## config.mk

```make
export PLATFORM = sky130hd
export DESIGN_NAME = idle_power_saving_controller_unit
export DESIGN_NICKNAME = d
export VERILOG_FILES = /design/src/design/ipsc_pkg.sv /design/src/design/idle_power_saving_controller_unit.sv
export SDC_FILE = /design/constraint.sdc
export NUM_CORES = 1
export LEC_CHECK = 0
export BUFFER_PORTS_ARGS = -buffer_cell sky130_fd_sc_hd__clkbuf_2
export CORE_ASPECT_RATIO = 1.75
export CORE_MARGIN = 1
export CORE_UTILIZATION = 55
export CTS_CLUSTER_SIZE = 10
export DETAILED_ROUTE_END_ITERATION = 8
export PLACE_DENSITY = 0.81
export SETUP_SLACK_MARGIN = 0.1
export SLEW_MARGIN = 5
export SYNTH_ARGS = -nofsm -noshare
export SYNTH_HDL_FRONTEND = slang
export SYNTH_SLANG_ARGS = --single-unit
export TNS_END_PERCENT = 1
```

## constraint.sdc

```tcl
create_clock -name clk -period 15.71 [get_ports clk]
set_input_delay 0 -clock clk [delete_from_list [all_inputs] [get_ports clk]]
set_output_delay 0 -clock clk [all_outputs]
set_load 0.05 [all_outputs]
```

## src/design/ipsc_pkg.sv

```systemverilog
// ----------------------------------------------------------------------------
// ipsc_pkg
// Constants and types shared by the idle power-saving controller files.
// ----------------------------------------------------------------------------
`default_nettype none

package ipsc_pkg;

    // Timer reload values and counter limits
    localparam logic [11:0] SECONDS_PER_HOUR  = 12'd3600;
    localparam logic [7:0]  WEEK_HOURS        = 8'd168;
    localparam logic [4:0]  IDLE_PERIOD_HOURS = 5'd16;
    localparam logic [2:0]  QUALIFY_SECONDS   = 3'd5;
    localparam logic [12:0] RUN_SECONDS_CAP   = 13'd6000;
    localparam logic [7:0]  PERIOD_COUNT_MAX  = 8'd255;

    // Register reset values
    localparam logic [15:0]        DELAY_RESET      = 16'd32400;
    localparam logic signed [11:0] LOW_LIMIT_RESET  = 12'sd200;
    localparam logic signed [11:0] HIGH_LIMIT_RESET = 12'sd330;
    localparam logic [7:0]         INTENSIVE_RESET  = 8'd2;
    localparam logic [7:0]         GREEN_RESET      = 8'd4;

    // Port widths
    localparam int CFG_ADDR_W = 3;
    localparam int CFG_DATA_W = 16;
    localparam int IN_DATA_W  = 16;
    localparam int OUT_DATA_W = 16;

    // Configuration register indexes
    typedef enum logic [CFG_ADDR_W-1:0] {
        CFG_SMART_ENABLE   = 3'd0,
        CFG_UNUSED_ENABLE  = 3'd1,
        CFG_IDLE_DELAY     = 3'd2,
        CFG_TEMP_LOW       = 3'd3,
        CFG_TEMP_HIGH      = 3'd4,
        CFG_INTENSIVE_MAX  = 3'd5,
        CFG_GREEN_MIN      = 3'd6
    } cfg_index_t;

    // Input tuser codes
    localparam logic ACTION_TICK = 1'b0;
    localparam logic ACTION_KEY  = 1'b1;

endpackage

`default_nettype wire

```

## src/design/idle_power_saving_controller_unit.sv

```systemverilog
// ----------------------------------------------------------------------------
// idle_power_saving_controller_unit
// Idle power-saving controller: weekly usage class, temperature
// qualification and unused-saving mode, driven by ticks and key presses.
// ----------------------------------------------------------------------------
// Each input word is either a one-second tick or a key press (tuser). The
// whole update of the controller state for one word is done in the cycle the
// word is accepted, and the resulting status word is held in an output
// register from the next cycle on. One word is accepted every clock cycle
// while the input is ready, which is whenever the output register is empty
// or is being emptied in the same cycle, so the throughput is one word per
// cycle unless the result stream stalls. A tick advances the hour divider
// and the week and idle-period timers, closes the week when it runs out
// (intensive if few idle periods were seen, green if many), qualifies the
// ambient temperature against the window over five consecutive ticks and runs
// the unused-saving delay and run-time counters. A key press stops saving,
// reloads the delay and the idle timer and arms idle-period counting.
// Configuration writes take effect at once; a new idle delay is used at the
// next reload of the delay counter. All controller state is in flip-flops set
// by reset, so no start-up pass is needed; the output data register is not reset.
`default_nettype none

module idle_power_saving_controller_unit (
    input  wire logic        clk,
    input  wire logic        rst_n,
    // configuration write port
    input  wire logic        cfg_we,
    input  wire logic [2:0]  cfg_addr,
    input  wire logic [15:0] cfg_wdata,
    // input stream
    input  wire logic        s_axis_tvalid,
    output logic             s_axis_tready,
    input  wire logic [15:0] s_axis_tdata,   // [11:0] ambient_temp, [12] ambient_fault
    input  wire logic [0:0]  s_axis_tuser,   // [0] action
    // result stream
    output logic             m_axis_tvalid,
    input  wire logic        m_axis_tready,
    output logic [15:0]      m_axis_tdata    // [0] saving_active, [1] week_intensive,
                                             // [2] temp_in_window, [15:3] active_seconds
);

    // Configuration registers
    logic               smart_en_reg;
    logic               unused_en_reg;
    logic [15:0]        idle_delay_reg;
    logic signed [11:0] temp_low_reg;
    logic signed [11:0] temp_high_reg;
    logic [7:0]         intensive_max_reg;
    logic [7:0]         green_min_reg;

    // Controller state
    logic [11:0] hour_div_reg,   hour_div_next;
    logic [7:0]  week_left_reg,  week_left_next;
    logic [4:0]  idle_left_reg,  idle_left_next;
    logic [7:0]  period_cnt_reg, period_cnt_next;
    logic        armed_reg,      armed_next;
    logic        intensive_reg,  intensive_next;
    logic        saving_reg,     saving_next;
    logic [15:0] delay_reg,      delay_next;
    logic [12:0] run_reg,        run_next;
    logic        temp_ok_reg,    temp_ok_next;
    logic [2:0]  in_cd_reg,      in_cd_next;
    logic [2:0]  out_cd_reg,     out_cd_next;

    // Output register
    logic        out_valid_reg;
    logic [15:0] out_data_reg;

    logic               accept;
    logic               action;
    logic signed [11:0] ambient_temp;
    logic               ambient_fault;
    logic               temp_in_range;
    logic               saving_blocked;

    assign s_axis_tready = !out_valid_reg || m_axis_tready;
    assign accept        = s_axis_tvalid && s_axis_tready;

    assign action        = s_axis_tuser[0];
    assign ambient_temp  = $signed(s_axis_tdata[11:0]);
    assign ambient_fault = s_axis_tdata[12];

    // Inclusive window; an inverted window never matches
    assign temp_in_range = (ambient_temp >= temp_low_reg) && (ambient_temp <= temp_high_reg);

    assign m_axis_tvalid = out_valid_reg;
    assign m_axis_tdata  = out_data_reg;

    // Configuration writes
    always_ff @(posedge clk or negedge rst_n)
    begin
        if (!rst_n)
        begin
            smart_en_reg      <= 1'b1;
            unused_en_reg     <= 1'b1;
            idle_delay_reg    <= ipsc_pkg::DELAY_RESET;
            temp_low_reg      <= ipsc_pkg::LOW_LIMIT_RESET;
            temp_high_reg     <= ipsc_pkg::HIGH_LIMIT_RESET;
            intensive_max_reg <= ipsc_pkg::INTENSIVE_RESET;
            green_min_reg     <= ipsc_pkg::GREEN_RESET;
        end
        else if (cfg_we)
        begin
            unique case (ipsc_pkg::cfg_index_t'(cfg_addr))
                ipsc_pkg::CFG_SMART_ENABLE:  smart_en_reg      <= cfg_wdata[0];
                ipsc_pkg::CFG_UNUSED_ENABLE: unused_en_reg     <= cfg_wdata[0];
                ipsc_pkg::CFG_IDLE_DELAY:    idle_delay_reg    <= cfg_wdata;
                ipsc_pkg::CFG_TEMP_LOW:      temp_low_reg      <= $signed(cfg_wdata[11:0]);
                ipsc_pkg::CFG_TEMP_HIGH:     temp_high_reg     <= $signed(cfg_wdata[11:0]);
                ipsc_pkg::CFG_INTENSIVE_MAX: intensive_max_reg <= cfg_wdata[7:0];
                ipsc_pkg::CFG_GREEN_MIN:     green_min_reg     <= cfg_wdata[7:0];
                default:                     ; // unmapped index: drop the write
            endcase
        end
    end

    // Single-pass state update for one accepted word
    always_comb
    begin
        hour_div_next   = hour_div_reg;
        week_left_next  = week_left_reg;
        idle_left_next  = idle_left_reg;
        period_cnt_next = period_cnt_reg;
        armed_next      = armed_reg;
        intensive_next  = intensive_reg;
        saving_next     = saving_reg;
        delay_next      = delay_reg;
        run_next        = run_reg;
        temp_ok_next    = temp_ok_reg;
        in_cd_next      = in_cd_reg;
        out_cd_next     = out_cd_reg;
        saving_blocked  = 1'b0;

        if (accept)
        begin
            if (action == ipsc_pkg::ACTION_KEY)
            begin
                // Key press: stop saving and restart idle timing
                saving_next    = 1'b0;
                delay_next     = idle_delay_reg;
                run_next       = '0;
                armed_next     = 1'b1;
                idle_left_next = ipsc_pkg::IDLE_PERIOD_HOURS;
            end
            else
            begin
                // Hour divider drives the week and idle timers
                if (hour_div_reg != '0)
                begin
                    hour_div_next = hour_div_reg - 12'd1;
                end
                else
                begin
                    hour_div_next = ipsc_pkg::SECONDS_PER_HOUR;
                    if (week_left_reg != '0)
                        week_left_next = week_left_reg - 8'd1;
                    if (idle_left_reg != '0)
                        idle_left_next = idle_left_reg - 5'd1;
                end

                if (!smart_en_reg)
                begin
                    // Classification off: hold its state at reset values
                    armed_next      = 1'b0;
                    period_cnt_next = '0;
                    intensive_next  = 1'b0;
                    hour_div_next   = ipsc_pkg::SECONDS_PER_HOUR;
                    week_left_next  = ipsc_pkg::WEEK_HOURS;
                    idle_left_next  = ipsc_pkg::IDLE_PERIOD_HOURS;
                end
                else
                begin
                    if (week_left_next == '0)
                    begin
                        // End of week: classify, green wins when both match
                        if (period_cnt_reg <= intensive_max_reg)
                            intensive_next = 1'b1;
                        if (period_cnt_reg >= green_min_reg)
                            intensive_next = 1'b0;
                        week_left_next  = ipsc_pkg::WEEK_HOURS;
                        period_cnt_next = '0;
                        saving_next     = 1'b0;
                        delay_next      = idle_delay_reg;
                        run_next        = '0;
                        armed_next      = 1'b1;
                        idle_left_next  = ipsc_pkg::IDLE_PERIOD_HOURS;
                    end

                    if (armed_next && (idle_left_next == '0))
                    begin
                        if (period_cnt_next != ipsc_pkg::PERIOD_COUNT_MAX)
                            period_cnt_next = period_cnt_next + 8'd1;
                        armed_next = 1'b0;
                    end
                end

                // Temperature qualification over consecutive ticks
                if (temp_in_range)
                begin
                    if (in_cd_reg != '0)
                        in_cd_next = in_cd_reg - 3'd1;
                    out_cd_next = ipsc_pkg::QUALIFY_SECONDS;
                end
                else
                begin
                    if (out_cd_reg != '0)
                        out_cd_next = out_cd_reg - 3'd1;
                    in_cd_next = ipsc_pkg::QUALIFY_SECONDS;
                end
                if (in_cd_next == '0)
                    temp_ok_next = 1'b1;
                else if (out_cd_next == '0)
                    temp_ok_next = 1'b0;

                // Unused-saving mode
                if (!unused_en_reg || intensive_next || ambient_fault)
                begin
                    saving_next = 1'b0;
                    delay_next  = idle_delay_reg;
                    run_next    = '0;
                end
                else
                begin
                    if (saving_next)
                    begin
                        if (run_next < ipsc_pkg::RUN_SECONDS_CAP)
                            run_next = run_next + 13'd1;
                        if (!temp_ok_next)
                        begin
                            saving_blocked = 1'b1;
                            saving_next    = 1'b0;
                            delay_next     = idle_delay_reg;
                            run_next       = '0;
                        end
                    end
                    if (!saving_blocked)
                    begin
                        if (delay_next != '0)
                            delay_next = delay_next - 16'd1;
                        else if (temp_ok_next)
                            saving_next = 1'b1;
                    end
                end
            end
        end
    end

    // State registers
    always_ff @(posedge clk or negedge rst_n)
    begin
        if (!rst_n)
        begin
            hour_div_reg   <= ipsc_pkg::SECONDS_PER_HOUR;
            week_left_reg  <= ipsc_pkg::WEEK_HOURS;
            idle_left_reg  <= ipsc_pkg::IDLE_PERIOD_HOURS;
            period_cnt_reg <= '0;
            armed_reg      <= 1'b0;
            intensive_reg  <= 1'b0;
            saving_reg     <= 1'b0;
            delay_reg      <= ipsc_pkg::DELAY_RESET;
            run_reg        <= '0;
            temp_ok_reg    <= 1'b1;
            in_cd_reg      <= ipsc_pkg::QUALIFY_SECONDS;
            out_cd_reg     <= ipsc_pkg::QUALIFY_SECONDS;
        end
        else
        begin
            hour_div_reg   <= hour_div_next;
            week_left_reg  <= week_left_next;
            idle_left_reg  <= idle_left_next;
            period_cnt_reg <= period_cnt_next;
            armed_reg      <= armed_next;
            intensive_reg  <= intensive_next;
            saving_reg     <= saving_next;
            delay_reg      <= delay_next;
            run_reg        <= run_next;
            temp_ok_reg    <= temp_ok_next;
            in_cd_reg      <= in_cd_next;
            out_cd_reg     <= out_cd_next;
        end
    end

    // Output register: load on accept, drop once taken
    always_ff @(posedge clk or negedge rst_n)
    begin
        if (!rst_n)
        begin
            out_valid_reg <= 1'b0;
        end
        else if (accept)
        begin
            out_valid_reg <= 1'b1;
        end
        else if (m_axis_tready)
        begin
            out_valid_reg <= 1'b0;
        end
    end

    always_ff @(posedge clk)
    begin
        if (accept)
        begin
            out_data_reg <= {run_next, temp_ok_next, intensive_next, saving_next};
        end
    end

endmodule

`default_nettype wire

```

Word-level counts from Yosys, hierarchy flattened
Index checks and enable logic that the tools add are counted.

storage, ports and cells
  register bits = 147
  input port bits = 41
  output and inout bits = 18
  word-level logic and storage cells = 162

cells by class
  add/subtract/negate cells = 8
  order comparisons = 5
  equality and inequality tests = 7
  muxes and demuxes = 92
  bitwise operators = 1
  reduce and logical (&&, ||, !) cells = 28

operators by type and width
  cell                     number
  $mux W16                 11
  $mux W13                 10
  $mux W8                  13
  $mux W1                  40
  $mux W5                  8
  $mux W12                 2
  $mux W3                  8
  $reduce_and A2 Y1        8
  $reduce_bool A16 Y1      1
  $sub A16 B1 Y16 const B  1
  $add A13 B1 Y13 const B  1
  $lt A13 B13 Y1 const B   1
  $ge A12 B12 Y1           1
  $le A12 B12 Y1           1
  $reduce_bool A12 Y1      1
  $sub A12 B1 Y12 const B  1
  $eq A3 B3 Y1 const B     3
  $logic_not A3 Y1         3
  $add A8 B1 Y8 const B    1
  $ge A8 B8 Y1             1
  $le A8 B8 Y1             1
  $logic_not A8 Y1         1
  $ne A8 B8 Y1 const B     1
  $reduce_bool A8 Y1       1
  other kinds (13)         21

Depth between registers and ports, before layout
Gate-level depths: netlist (run 1).

  depth in word-level cells = 21
  mapped depth = 24
  gate-level depth less buffers = 22

Worst setup path after synthesis (run 1)
Ideal clock, no wire load.

  path kind = register to register
  start = register hour_div_reg[0]
  end = register delay_reg[14]
  setup time = 0.064 ns
  arrival = 5.041 ns
  data required time = 15.646 ns
  path slack = 10.606 ns
  cell stages (with the launch flop) = 23
  path buffers = 3
  clock period less this slack = 5.104 ns
  path through = dfrtp_1 > inv_1 > ha_1 > nor3b_2 > and4_1 > buf_2 > a211o_1 > a221oi_4 > nand4_1 > o21ai_1 > clkbuf_1 > clkbuf_1 > a21boi_0 > ha_1 > nor3b_1 > nand4_1 > nand2_1 > nor3_1 > nand3b_1 > or4_1 > o32a_1 > o311a_1 > nand3_1

on the way
  cells in the longest elaborated chain, start to end = 18
  elaborated cells between the ends (all ways) = 32
  those cells by class = add/sub: 1; mux: 26; reduce/logical: 5

RTL lines
  what                                                           RTL line                                                                            text
  start, declared                                                idle_power_saving_controller_unit.sv:52                                             logic [11:0] hour_div_reg, hour_div_next;
  start signal, assigned                                         idle_power_saving_controller_unit.sv:253                                            hour_div_reg <= ipsc_pkg::SECONDS_PER_HOUR;
  start signal, assigned                                         idle_power_saving_controller_unit.sv:268                                            hour_div_reg <= hour_div_next;
  $reduce_bool A12 Y1 (*)                                        idle_power_saving_controller_unit.sv:148                                            if (hour_div_reg != '0)
  $mux W8 (*)                                                    idle_power_saving_controller_unit.sv:148
  $mux W8 (*)                                                    idle_power_saving_controller_unit.sv:136                                            if (action == ipsc_pkg::ACTION_KEY)
  $mux W8 (*)                                                    idle_power_saving_controller_unit.sv:134                                            if (accept)
  $logic_not A8 Y1 (*)                                           idle_power_saving_controller_unit.sv:173                                            if (week_left_next == '0)
  $mux W1                                                        idle_power_saving_controller_unit.sv:173
  $mux W1                                                        idle_power_saving_controller_unit.sv:161                                            if (!smart_en_reg)
  $mux W1                                                        idle_power_saving_controller_unit.sv:136
  [... 2 more ...]                                               --
  $mux W16                                                       idle_power_saving_controller_unit.sv:216                                            if (!unused_en_reg || intensive_next || ambient_fault)
  $mux W16                                                       idle_power_saving_controller_unit.sv:136
  $mux W16                                                       idle_power_saving_controller_unit.sv:134
  $sub A16 B1 Y16 / $reduce_bool A16 Y1 (equally long branches)  idle_power_saving_controller_unit.sv:239, idle_power_saving_controller_unit.sv:238
  $mux W16                                                       idle_power_saving_controller_unit.sv:238                                            if (delay_next != '0)
  $mux W16                                                       idle_power_saving_controller_unit.sv:236                                            if (!saving_blocked)
  $mux W16 (*)                                                   idle_power_saving_controller_unit.sv:216
  $mux W16 (*)                                                   idle_power_saving_controller_unit.sv:136
  end signal, assigned                                           idle_power_saving_controller_unit.sv:260                                            delay_reg <= ipsc_pkg::DELAY_RESET;
  end signal, assigned                                           idle_power_saving_controller_unit.sv:275                                            delay_reg <= delay_next;
  end, declared                                                  idle_power_saving_controller_unit.sv:59                                             logic [15:0] delay_reg, delay_next;

Mark *: on every way between the ends. The rest lies on a longest branch, timed or not. The select of a mux whose other input is x is not followed.
A chain may end at the register's enable or synchronous reset.

Final worst setup path (run 1)
  start = register hour_div_reg[0]
  end = register delay_reg[8]

The elaborated chain is that of the path after synthesis.

==> key figures, run 1 <==
Run status
  – Outcome: complete, no violations

Worst setup path
  – R2R Setup Slk: 9.89 ns
  – CP endpoint kind: register
  – CP Cell Sequence: inv_1 -> ha_1 -> nor3b_2 -> and4_1 -> nand2_1 -> a221oi_4 -> nand4_1 -> o21ai_2 -> buf_4 -> mux2i_1 -> ha_1 -> nand3_1 -> or4_1 -> nand3_1 -> or3_1 -> nor4_1 -> a21oi_1 -> mux2_2 -> o21ai_0 -> a22oi_1
  – CP peak stage delay: 0.51 ns
  – Slowest-stage cell, CP: and4_1
  – Worst setup SP type: register
  – CP arrival: 6.11 ns
  – Worst EP required: 16.00 ns
  – Critical path peak fanout: 46
  – R2r endpoint: delay_reg[8]
  – Worst R2R Path Depth: 20
  – WS Path Type: reg -> reg
  – R2R Path Start: hour_div_reg[0]

Place
  – GP Congestion: 0.9218
  – Hpwl dp: 16050 µm
  – Pre-CTS setup slack: 10.04 ns
  – I/O Buffers: 55

Die
  – DIE AREA: 17330 µm²
  – Die width: 99.94 µm
  – Starting density of the core: 0.5614
  – I/O Pins: 59
  – Chip Height: 173.4 µm
  – Row Count: 62
  – Placeable core region: 16450 µm²

GRT
  – Most used routing layer: met2
  – Vias in the first global route: 8394
  – Met1 usage: 0.3190
  – Initial antenna violation count: 0
  – GRT overflow: 0
  – Routing usage on met2: 0.4977
  – Maximum number of pins on one net before global-route repair: 71
  – M3 GR Usage: 0.05403
  – Overall Global Routing Usage: 0.2887
  – First-pass GRT wire length: 39480 µm

Logic synthesis
  – Syn nets: 1104
  – Cell variety after synth: 80
  – Synth Cell Area: 9233 µm²
  – Seq/Total Area, Yosys: 0.4125
  – EDFF count, synth: 16
  – Yosys Warn Count: 0
  – Syn Inst Count: 1010
  – Post-synth ARST share: 0.8912
  – #FFs+latches synth: 147
  – Mean post-synth cell area: 9.141 µm²
  – Most used DFF post-synth: dfrtp_1

Route
  – DRC Markers: 0
  – Via count: 8274
  – 1st-pass router iterations: 6
  – Initial drt markers: 616
  – Detailed Route WL: 23700 µm
  – Via/cell ratio: 6.321
  – Detail Route Antenna Nets: 0
  – WL per Instance: 18.10 µm

Clock tree
  – Post-CTS sizing: 0
  – CTS tree: yes
  – Post-CTS setup buffer count: 0
  – Cts-stage hold buffer count: 21
  – Clock Tree Root: clkbuf_16
  – Clk sinks: 147
  – Clk slew on worst S/H paths: 0.07 ns
  – H-Tree Depth: 4
  – Clock latency at the later pin of the worst-skew pair: 0.44 ns
  – Clk buf depth: 2
  – TritonCTS Buffers: 17

Hold path
  – Worst hold path class: in -> reg
  – Hold EP: smart_en_reg
  – Hold Crit Depth: 5
  – Hold_sp: cfg_we

Power and ir drop
  – Leakage: 4.359 nW
  – Sw power: 0.4484 mW
  – Pint: 0.8246 mW
  – Power per Cell Area: 121.4 nW/µm²
  – Worst vdd ir: 0.00008129 V
  – Sequential Power Share: 0.432
  – Sw frac: 0.3523
  – Logic gate share of total power: 0.261
  – Clk network pwr share: 0.307

Layout
  – Area grow syn2layout: 13.58%
  – Fillers: 1398
  – Share of cells above drive strength 1: 0.1908
  – Fin nets: 1166
  – Ant. Diodes: 0

Timing
  – Fin. Hold Viols: 0
  – Clock Skew: 0.01171 ns
  – Slew Viols, Final: 0
  – Worst Max-Slew Pin Slew: 1.270 ns
  – RSZ-0062 raised after global routing: no
  – Period minus WS final: 5.821 ns
  – Max transition margin: 0.1425
  – Final setup violation count: 0
  – Final period utilization: 0.3705
  – TNS Setup: 0 ns
  – Fin worst setup slack: 9.889 ns
  – Fmax: 171.8 MHz

Run
  – Number of max-cap violations: 0
[worst max-delay path: cells and delay by family (launching register included)]
family,cells,cell delay (ns)
and+or+nand+nor,9,2.50
buffers and inverters,2,0.53
AOI/OAI and AO/OA,5,1.03
adders and majority gates,2,0.45
muxes,2,0.73
DFF,1,0.41
[stage by stage]
stage | area (µm²) | hold slack (ns) | std cells | total power [mW] | utilization
detailed placement | 9718 | 0.05079 | 1256 | 0.8744 | 0.5909
global route | 10490 | 0.1165 | 1309 | 1.347 | 0.6376
global placement | 9718 | 0.04138 | 1256 | 0.8575 | 0.5909
CTS | 10490 | 0.04013 | 1309 | 1.274 | 0.6376
floorplan | 9233 | -0.2956 | 1010 | 0.7744 | -
finish | 10490 | 0.05380 | 1309 | 1.273 | 0.6376
[placed cells by master, fill, tap and decap left out, types with 15 or more instances in the layout]
cell type,instances
ha_1,53
nor4_1,18
nor2_1,59
or3_1,19
nand4_1,16
edfxtp_1,16
dfrtp_1,91
clkbuf_2,54
dfstp_2,40
clkbuf_16,17
dlygate4sd3_1,21
a21oi_1,45
nand2_1,89
mux2_2,44
nand3_1,46
nand2b_1,15
nor3_1,28
o21ai_0,104
inv_1,75
[how the worst max path moves through the flow]
stage | startpoint | endpoint | slack [ns] | cells after the start
6_report | hour_div_reg[0] | delay_reg[8] | 9.89 | 20
5_1_grt | hour_div_reg[0] | delay_reg[8] | 9.53 | 20
4_1_cts | hour_div_reg[0] | delay_reg[8] | 9.98 | 20
3_5_place_dp | hour_div_reg[0] | delay_reg[8] | 10.04 | 20
3_3_place_gp | hour_div_reg[0] | delay_reg[14] | 10.11 | 20
2_1_floorplan | hour_div_reg[0] | delay_reg[14] | 10.61 | 22
[layer usage]
metal | wire length [µm] | vias up
li1 | - | 3873
met1 | 8902 | 3974
met2 | 12460 | 312
met3 | 1163 | 115
met4 | 1172 | 0
met5 | 0 | -
[synth_stat cells (all sizes together) (8+ instances only)]
cell | count | area share
nand4 | 16 | 0.011
nand2b | 15 | 0.010
a21oi | 46 | 0.025
and3 | 10 | 0.0068
buf | 10 | 0.0057
nand3 | 47 | 0.027
a21o | 8 | 0.0065
nand2 | 89 | 0.036
or4 | 13 | 0.011
edfxtp | 16 | 0.052
ha | 53 | 0.072
mux2i | 10 | 0.011
clkbuf | 35 | 0.014
nor3 | 30 | 0.017
a31oi | 14 | 0.0095
and4 | 11 | 0.010
dfrtp | 91 | 0.25
inv | 75 | 0.030
o21ai | 106 | 0.057
mux2 | 44 | 0.054
nor2 | 60 | 0.025
nor4 | 22 | 0.020
dfstp | 40 | 0.11
o31ai | 14 | 0.011
or3 | 19 | 0.013
[power by group through the flow]
| stage | combinational (mW) | sequential [mW] | clock, mW |
|---|---|---|---|
| after floorplan | 0.241 | 0.534 | 0 |
| after global placement | 0.308 | 0.550 | 0 |
| after detailed placement | 0.322 | 0.552 | 0 |
| after CTS | 0.331 | 0.548 | 0.396 |
| after global routing | 0.373 | 0.561 | 0.413 |
| final | 0.332 | 0.550 | 0.391 |
[cells by family after synthesis]
logic type / Yosys count / synth area share
flops: 147 / 0.4125
mux: 54 / 0.06451
compound gates: 268 / 0.1849
buf+inv: 120 / 0.05041
xor+xnor: 3 / 0.002846
fa+ha+maj: 53 / 0.07183
simple gates: 365 / 0.2130
[final cells by class]
type | instances | area (µm²) | area share
Inverter | 75 | 281.5 | 0.02685
Clock buffer | 18 | 439.2 | 0.04188
Sequential cell | 147 | 3809 | 0.3632
Clock inverter | 14 | 118.9 | 0.01134
Multi-Input combinational cell | 743 | 4976 | 0.4745
Timing Repair Buffer | 88 | 581.8 | 0.05548
Tap cell | 224 | 280.3 | 0.02673
No activity file was read; power rests on OpenSTA's default activity.
==> inputs of run 2 (changes only) <==
Settings changed: PLACE_DENSITY 0.81 to 0.84.
Clock period 15.71 ns to 5 ns, I/O delays scaled along.
==> run 2 against run 1 <==
  * Cell area increased by 1.4%
  * Non-clock buffer count increased by 12
  * Count of clock-buffer cells in the layout increased by 2
  * Sequential power increased to 3.2 times the previous value
  * First-iteration DRC count increased by 7.8%
==> key figures, run 2 (same netlist as run 1, synthesis figures left out) <==
Hold path
  – Hold EP: smart_en_reg
  – Worst hold path class: in -> reg
  – Hold_sp: cfg_addr[0]
  – Hold Crit Depth: 4 (-1)

Power and ir drop
  – Logic gate share of total power: 0.261 (about the same)
  – Leakage: 4.429 nW (+1.6%)
  – Power per Cell Area: 383.4 nW/µm² (+220%)
  – Sequential Power Share: 0.427 (-0.005)
  – Pint: 2.681 mW (+230%)
  – Sw power: 1.395 mW (+210%)
  – Clk network pwr share: 0.312 (+0.005)
  – Worst vdd ir: 0.0002604 V (+220%)
  – Sw frac: 0.3423 (-0.01002)

Place
  – I/O Buffers: 55 (unchanged)
  – Hpwl dp: 16040 µm (about the same)
  – GP Congestion: 0.9321 (+1.1%)

Clock tree
  – Clk sinks: 147 (unchanged)
  – Clock latency at the later pin of the worst-skew pair: 0.44 ns (about the same)
  – Clk slew on worst S/H paths: 0.07 ns (about the same)
  – H-Tree Depth: 4 (unchanged)
  – TritonCTS Buffers: 17 (unchanged)
  – Clk buf depth: 2 (unchanged)
  – Clock Tree Root: clkbuf_16
  – CTS tree: yes

Timing
  – Final setup violation count: 0 (unchanged)
  – RSZ-0062 raised after global routing: no
  – Fmax: 213.7 MHz (+24%)
  – Worst Max-Slew Pin Slew: 0.8373 ns (-0.4328 ns)
  – Final period utilization: 0.9360 (+0.5655)
  – TNS Setup: 0 ns (unchanged)
  – Fin. Hold Viols: 0 (unchanged)
  – Max transition margin: 0.4404 (+0.2979)
  – Slew Viols, Final: 0 (unchanged)
  – Worst hold margin: 0.02065 ns (-0.03315 ns)
  – Clock Skew: 0.01098 ns (-0.0007369 ns)
  – Period minus WS final: 4.680 ns (-1.141 ns)

Die
  – I/O Pins: 59 (unchanged)
  – Row Count: 62 (unchanged)
  – DIE AREA: 17330 µm² (unchanged)
  – Chip Height: 173.4 µm (unchanged)
  – Placeable core region: 16450 µm² (unchanged)
  – Starting density of the core: 0.5614 (unchanged)
  – Die width: 99.94 µm (unchanged)

Worst setup path
  – CP delay by family, top: compound AO/OA/AOI/OAI gates
  – Crit path buf inv count: 2 (unchanged)
  – Worst setup SP type: register
  – Worst EP required: 5.31 ns (-10.69 ns)
  – Worst R2R Path Depth: 20 (unchanged)
  – R2r endpoint: delay_reg[8]
  – WS Path Type: reg -> reg
  – CP arrival: 4.99 ns (-1.12 ns)
  – R2R Path Start: temp_low_reg[7]
  – R2R Setup Slk: 0.32 ns (-9.57 ns)
  – CP peak stage delay: 0.53 ns (+0.02 ns)
  – CP endpoint kind: register
  – Critical path peak fanout: 6 (-87%)
  – Slowest-stage cell, CP: dfstp_2
  – CP Cell Sequence: inv_1 -> ha_1 -> nand4_1 -> o21bai_1 -> o31a_1 -> o211ai_1 -> buf_4 -> a41o_1 -> o21ai_2 -> mux2i_2 -> ha_2 -> nand3_1 -> or4_1 -> nand3_2 -> or3_1 -> nor4_1 -> a21oi_1 -> mux2_2 -> o21ai_0 -> a22oi_1

Run
  – Number of max-cap violations: 0 (unchanged)

GRT
  – GRT overflow: 0 (unchanged)
  – First-pass GRT wire length: 39410 µm (-0.19%)
  – Maximum number of pins on one net before global-route repair: 84 (+18%)
  – Overall Global Routing Usage: 0.2864 (-0.002248)
  – Vias in the first global route: 8316 (-0.93%)
  – Initial antenna violation count: 0 (unchanged)

Route
  – Detail Route Antenna Nets: 0 (unchanged)
  – M1 wire length: 8957 µm (+0.62%)
  – DRC Markers: 0 (unchanged)
  – Detailed Route WL: 23840 µm (+0.61%)
  – Met3 wire length: 1356 µm (+17%)
  – 1st-pass router iterations: 6 (unchanged)
  – WL per Instance: 18.05 µm (-0.31%)
  – Via count: 8378 (+1.3%)
  – Metal2 WL: 12610 µm (+1.2%)
  – Initial drt markers: 664 (+7.8%)
  – Via/cell ratio: 6.342 (+0.34%)
  – Max Used Layer: met4

Layout
  – Share of cells above drive strength 1: 0.2033 (+0.01250)
  – Most frequent cells in the layout: o21ai_0, dfrtp_1, nand2_1
  – Fin nets: 1178 (+1.0%)
  – Ant. Diodes: 0 (unchanged)
  – Fillers: 1319 (-5.7%)
  – Most common cell after layout, fill and taps aside: o21ai_0
  – FF/Latch Area: 3809 µm² (unchanged)
  – Final core occ: 0.6464 (+0.008750)
  – Area grow syn2layout: 15.14%
  – Multi-input gate area: 5020 µm² (+0.88%)

Run status
  – Outcome: complete, no violations
[run 2: cell types whose count changed in the layout (fill, tap and decap cells not counted), moves of 2 or more]
cell | before | now
buf_4 | 12 | 24
clkbuf_1 | 0 | 3
bufinv_16 | 0 | 2
clkinv_2 | 1 | 3
clkinv_4 | 4 | 2
inv_6 | 4 | 2
inv_8 | 2 | 0
mux2i_1 | 10 | 8
mux2i_2 | 0 | 2
nor3b_2 | 3 | 1
nor3b_4 | 0 | 2
[run 2: worst max path at each step]
stage | from | endpoint | slack (ns) | depth (start not counted)
3_5_place_dp | hour_div_reg[0] | delay_reg[8] | 0.33 | 19
2_1_floorplan | hour_div_reg[0] | delay_reg[8] | 0.11 | 23
3_3_place_gp | hour_div_reg[0] | delay_reg[8] | 0.43 | 20
5_1_grt | hour_div_reg[0] | delay_reg[8] | 0.005 | 19
6_report | temp_low_reg[7] | delay_reg[8] | 0.32 | 20
4_1_cts | week_left_reg[0] | delay_reg[8] | 0.28 | 19
[run 2: area by class of cell]
cell class / instances / area share
clock buffer: 20 / 0.04108
clock inverter: 12 / 0.01236
inverter: 75 / 0.02648
multi-input combinational: 743 / 0.4722
sequential: 147 / 0.3583
tap: 224 / 0.02637
timing repair buffer: 100 / 0.06321
[run 2: power by group through the flow]
stage               Clock (mW)  Sequential, mW  Combinational (mW)
floorplan                    0            1.68               0.759
global placement             0            1.73               0.977
detailed placement           0            1.74                1.02
CTS                       1.28            1.73                1.04
global route              1.33            1.77                1.20
finish                    1.27            1.74                1.06
[run 2: repair_timing]
item / in CTS / in global routing
endpoints found under the hold margin: 121 / 0
endpoints found under the setup margin: 0 / 9
hold buffers: 21 / 0
resized for setup: 0 / 10
setup buffers: 0 / 5
[run 2: metal layers]
layer / up-vias / track usage
li1: 3892 / -
met1: 4054 / 0.3214
met2: 356 / 0.5009
met3: 76 / 0.05040
met4: 0 / 0.1667
met5: - / 0
[run 2: stage by stage]
| step | cells | power [mW] | area, µm² | setup WS, ns |
|---|---|---|---|---|
| after CTS | 1316 | 4.048 | 10550 | 0.2769 |
| after global placement | 1263 | 2.710 | 9771 | 0.4331 |
| after floorplan | 1010 | 2.435 | 9238 | 0.1129 |
| after detailed placement | 1263 | 2.761 | 9771 | 0.3259 |
| final | 1321 | 4.076 | 10630 | 0.3199 |
| after global routing | 1321 | 4.295 | 10630 | 0.004570 |
[run 2: tightest hold or removal path: stages]
cell	delay, ns
clkbuf_2	0.18
nor3_1	0.10
nand2_1	0.07
o21ai_0	0.09
